[config.mk]
export PLATFORM = sky130hd
export DESIGN_NAME = plt_cell
export DESIGN_NICKNAME = d
export VERILOG_FILES = /design/src/rtl/plt_pkg.sv /design/src/rtl/plt_cell.sv
export SDC_FILE = /design/constraint.sdc
export NUM_CORES = 1
export LEC_CHECK = 0
export ABC_AREA = 1
export ABC_CLOCK_PERIOD_IN_PS = 3640
export BUFFER_PORTS_ARGS = -buffer_cell sky130_fd_sc_hd__buf_2
export CORE_MARGIN = 5
export CORE_UTILIZATION = 47
export CTS_CLUSTER_SIZE = 40
export DETAILED_ROUTE_END_ITERATION = 16
export PLACE_DENSITY = 0.81
export SYNTH_ARGS = -nofsm -noshare
export SYNTH_HDL_FRONTEND = slang
export SYNTH_SLANG_ARGS = --single-unit
export TNS_END_PERCENT = 30
[constraint.sdc]
create_clock -name clk -period 3.64 [get_ports clk]
set_input_delay 0.728 -clock clk [delete_from_list [all_inputs] [get_ports clk]]
set_output_delay 0.728 -clock clk [all_outputs]
set_load 0.05 [all_outputs]
[src/rtl/plt_pkg.sv]
// Package for the positional list table: sizes, opcode and status codes,
// controller states and the control bundles passed between the modules.
// Depends on nothing; the core, cell, scanner and checker files import it.
package plt_pkg;

	// Sizes
	localparam int CAPACITY   = 128;
	localparam int DATA_WIDTH = 32;
	localparam int POS_WIDTH  = 8;
	localparam int IDX_W      = (CAPACITY > 2) ? $clog2(CAPACITY) : 1;
	localparam int CNT_W      = $clog2(CAPACITY + 1);
	localparam int CMP_W      = (CNT_W > POS_WIDTH) ? CNT_W : POS_WIDTH;

	// Scan geometry: hits are examined one chunk of LANE cells per cycle
	localparam int LANE       = 8;
	localparam int LANE_W     = $clog2(LANE);
	localparam int NUM_CHUNKS = (CAPACITY + LANE - 1) / LANE;
	localparam int PAD        = NUM_CHUNKS * LANE;
	localparam int CHK_W      = (NUM_CHUNKS > 1) ? $clog2(NUM_CHUNKS) : 1;

	typedef logic [DATA_WIDTH-1:0] word_t;

	typedef enum logic [2:0] {
		OP_INSERT = 3'd0,
		OP_DELETE = 3'd1,
		OP_SET    = 3'd2,
		OP_GET    = 3'd3,
		OP_LOCATE = 3'd4
	} opcode_t;

	typedef enum logic [1:0] {
		STAT_OK      = 2'd0,
		STAT_BAD_POS = 2'd1,
		STAT_FULL    = 2'd2
	} status_t;

	typedef enum logic [1:0] {
		S_IDLE,
		S_EXEC,
		S_SCAN,
		S_RESP
	} state_t;

	typedef enum logic [1:0] {
		CMD_HOLD,
		CMD_INSERT,
		CMD_DELETE,
		CMD_SET
	} cell_cmd_t;

	// Broadcast from the controller to every cell
	typedef struct packed {
		cell_cmd_t          cmd;
		logic               find_key;
		logic [CMP_W-1:0]   pos;
		logic [CMP_W-1:0]   count;
		word_t              word;
	} cell_ctrl_t;

	// Returned by the hit scanner
	typedef struct packed {
		logic               done;
		logic               found;
		logic [IDX_W-1:0]   pos;
		word_t              data;
	} scan_res_t;

endpackage

[src/rtl/plt_cell.sv]
// One storage cell of the list: holds a word, shifts to and from its
// neighbours, and flags a hit for the scanner. Depends on plt_pkg.
module plt_cell
	import plt_pkg::*;
(
	input  logic             clk,
	input  logic [CMP_W-1:0] idx,
	input  cell_ctrl_t       ctrl,
	input  word_t            prev_word,
	input  word_t            next_word,
	output word_t            word,
	output logic             hit
);

	word_t word_q;

	// Load, shift up, shift down or hold
	always_ff @(posedge clk) begin
		case (ctrl.cmd)
			CMD_INSERT: begin
				if (idx == ctrl.pos) begin
					word_q <= ctrl.word;
				end else if (idx > ctrl.pos) begin
					word_q <= prev_word;
				end
			end
			CMD_DELETE: begin
				if (idx >= ctrl.pos) begin
					word_q <= next_word;
				end
			end
			CMD_SET: begin
				if (idx == ctrl.pos) begin
					word_q <= ctrl.word;
				end
			end
			default: begin
			end
		endcase
	end

	// Key match inside the list, or position select
	always_comb begin
		if (ctrl.find_key) begin
			hit = (word_q == ctrl.word) && (idx < ctrl.count);
		end else begin
			hit = (idx == ctrl.pos);
		end
	end

	assign word = word_q;

endmodule

==> qor.csv <==
metric,value,unit
pin count of the biggest net entering global routing,58,
post-synthesis register bit count,32,
TritonCTS clock tree,yes,
arrival time at the worst endpoint,2.11,ns
Filler cells,635,
CTS sink cnt,32,
Maximum Capacitance Violations,0,
power density over the cells,323.9,nW/um^2
die width,92.46,um
global-route wire length before repair,15.25,mm
Worst VDD drop,204.5,uV
sum of met2 wire segment lengths after detailed routing,4.724,mm
met3 routed wirelength,788,um
# rows,30,
global-route usage over all layers,22.00,%
synthesized area,3196,um^2
clock buffers created by TritonCTS,5,
run status,completed,
vias in the first global route,3383,
pins over their slew limit,0,
nets@finish,736,
placed cell area,3966,um^2
Chip Height,92.46,um
static leakage power,2.185,nW
routed length per instance,14.17,um
Largest register FFs,32,
unrepaired setup endpoints after global routing,no,
worst-path maximum fanout,10,
routed length on met1,3.872,mm
Post-CTS Repair Setup Buffers,0,
CTS hold repair buffers,0,
class of the most critical setup path,in -> out,
setup total negative slack,0,ns
clock root cell,clkbuf_8,
CORE AREA,6719,um^2
First-pass DRT Iterations,4,
proportion of layout cells with a drive suffix above 1,32.78,%
transition time at the pin with the least slew margin,0.6945,ns
number of design rule violations left after detail routing,0,
clock transition time at the flip-flop clock pins of the worst setup and hold paths,0.07,ns
count of distinct cell types in the synthesized netlist,26,
final period utilization,77.87,%
Avg Vias per Cell,5.093,
Vias,3453,
final wirelength,9.607,mm
number of warnings issued by yosys,0,
largest cells by area after synthesis,"edfxtp_1, nand2_1, inv_1, o211ai_1, o211ai_2",
total power draw,1.310,mW
antenna violations before repair,0,
leading area contributor after synthesis,edfxtp_1,
starting utilization of the core area,47.56,%
post-synthesis average cell area,7.086,um^2
IO Count,157,
clock buffer depth,2,
fraction of the yosys area taken by sequential cells,30.07,%
placer congestion estimate,0.8120,
crit start category,primary input,
data required time at the worst endpoint,2.91,ns
"Setup violations, final",0,
initial detailed-routing violation count,197,
floorplan die area,8548,um^2
Synth top area share,30.07,%
ant diodes,0,
topmost layer with routed signal wires,met4,
GR Overflow Total,0,
kind of path behind the tightest hold check,in -> reg,
number of gates resized after cts,0,
hold violation count in the final report,0,
Tmin final,2.835,ns
fmax,0.3528,GHz
layout overhead on the synthesized area,26.62,%
Syn Inst Count,451,
half-perimeter wire length after detailed placement,7.485,mm
H-tree levels,2,
kind of end point of the critical path,output port,
Antenna Violating Nets Remaining,0,
worst slew slack as a fraction of its limit,53.70,%
post-route cell area,4046,um^2
net count after synthesis,590,
count of buffers inserted at the top-level ports,156,
cell type report:
type / instances / area, um^2 / share of cell area, %
Clock inverter: 1 / 3.754 / 0.09276
Tap cell: 80 / 100.1 / 2.474
Multi-Input combinational cell: 296 / 1709 / 42.24
Clock buffer: 7 / 76.32 / 1.886
Inverter: 102 / 385.4 / 9.524
Timing Repair Buffer: 160 / 810.8 / 20.04
Sequential cell: 32 / 960.9 / 23.75
cells in the mapped netlist:
master / number
inv_2: 1
or2_1: 1
nand3_1: 35
a21oi_1: 6
inv_4: 1
buf_4: 2
clkbuf_1: 8
o211ai_2: 21
nor2_4: 1
nor2_1: 35
ha_1: 15
inv_1: 100
nand2_2: 1
o21ai_0: 9
nand4_1: 3
nand2_1: 120
or2_2: 3
o211ai_1: 36
xnor2_1: 7
buf_2: 4
buf_8: 2
buf_6: 5
nor2_2: 1
edfxtp_1: 32
nand2_4: 1
nor3_1: 1
critical path: stages:
cell and delay [ns]:
buf_2 0.11, ha_1 0.30, nand2_1 0.08, nor2_2 0.15, nand2_4 0.13, or2_2 0.29, nand2_1 0.06, buf_2 0.25
per-layer routing:
layer	GRT usage [%]	up-vias
met5	0	-
met4	7.673	0
met3	3.656	17
met2	37.89	147
met1	27.70	1548
li1	-	1741
path summary, 6_finish.rpt:
check | startpoint | endpoint | slack (ns) | cells past startpoint
hold / removal | prev_word[3] | word[3] | 0.78 | 3
setup / recovery | idx[3] | hit | 0.81 | 8
placed cells by master (no fill, tap or decap), drive strengths merged:
cell type / synthesis / routed
o21ai: 9 / 9
or2: 4 / 4
nor2: 37 / 37
buf: 13 / 160
o211ai: 57 / 57
inv: 102 / 102
nand3: 35 / 35
ha: 15 / 15
nand4: 3 / 3
nand2: 122 / 122
a21oi: 6 / 6
edfxtp: 32 / 32
clkinv: 0 / 1
clkbuf: 8 / 7
nor3: 1 / 1
xnor2: 7 / 7
power by group:
group | internal (mW) | switching, mW
Clock | 0.133 | 0.129
Sequential | 0.470 | 0.0354
Combinational | 0.174 | 0.369
cells by family (layout without fill, tap and decap cells):
logic type / count (synthesis) / after routing / synth area share [%]
AO/OA/AOI/OAI: 72 / 72 / 19.03
XOR/XNOR: 7 / 7 / 1.919
adder cells (fa/ha/maj): 15 / 15 / 5.873
buffers and inverters: 123 / 270 / 16.80
flip-flops: 32 / 32 / 30.07
AND/OR/NAND/NOR: 202 / 202 / 26.31
per-stage QoR:
step / utilization [%] / worst slack, ns / hold slack [ns] / instances
after floorplan: - / 0.2378 / 0.9618 / 451
after global placement: 59.03 / 0.8337 / 1.065 / 670
after detailed placement: 59.03 / 0.8048 / 1.071 / 670
after CTS: 60.22 / 0.7998 / 0.7772 / 678
after global routing: 60.22 / 0.6665 / 0.7846 / 678
final: 60.22 / 0.8054 / 0.7817 / 678
(Power assumes the default switching activity.)
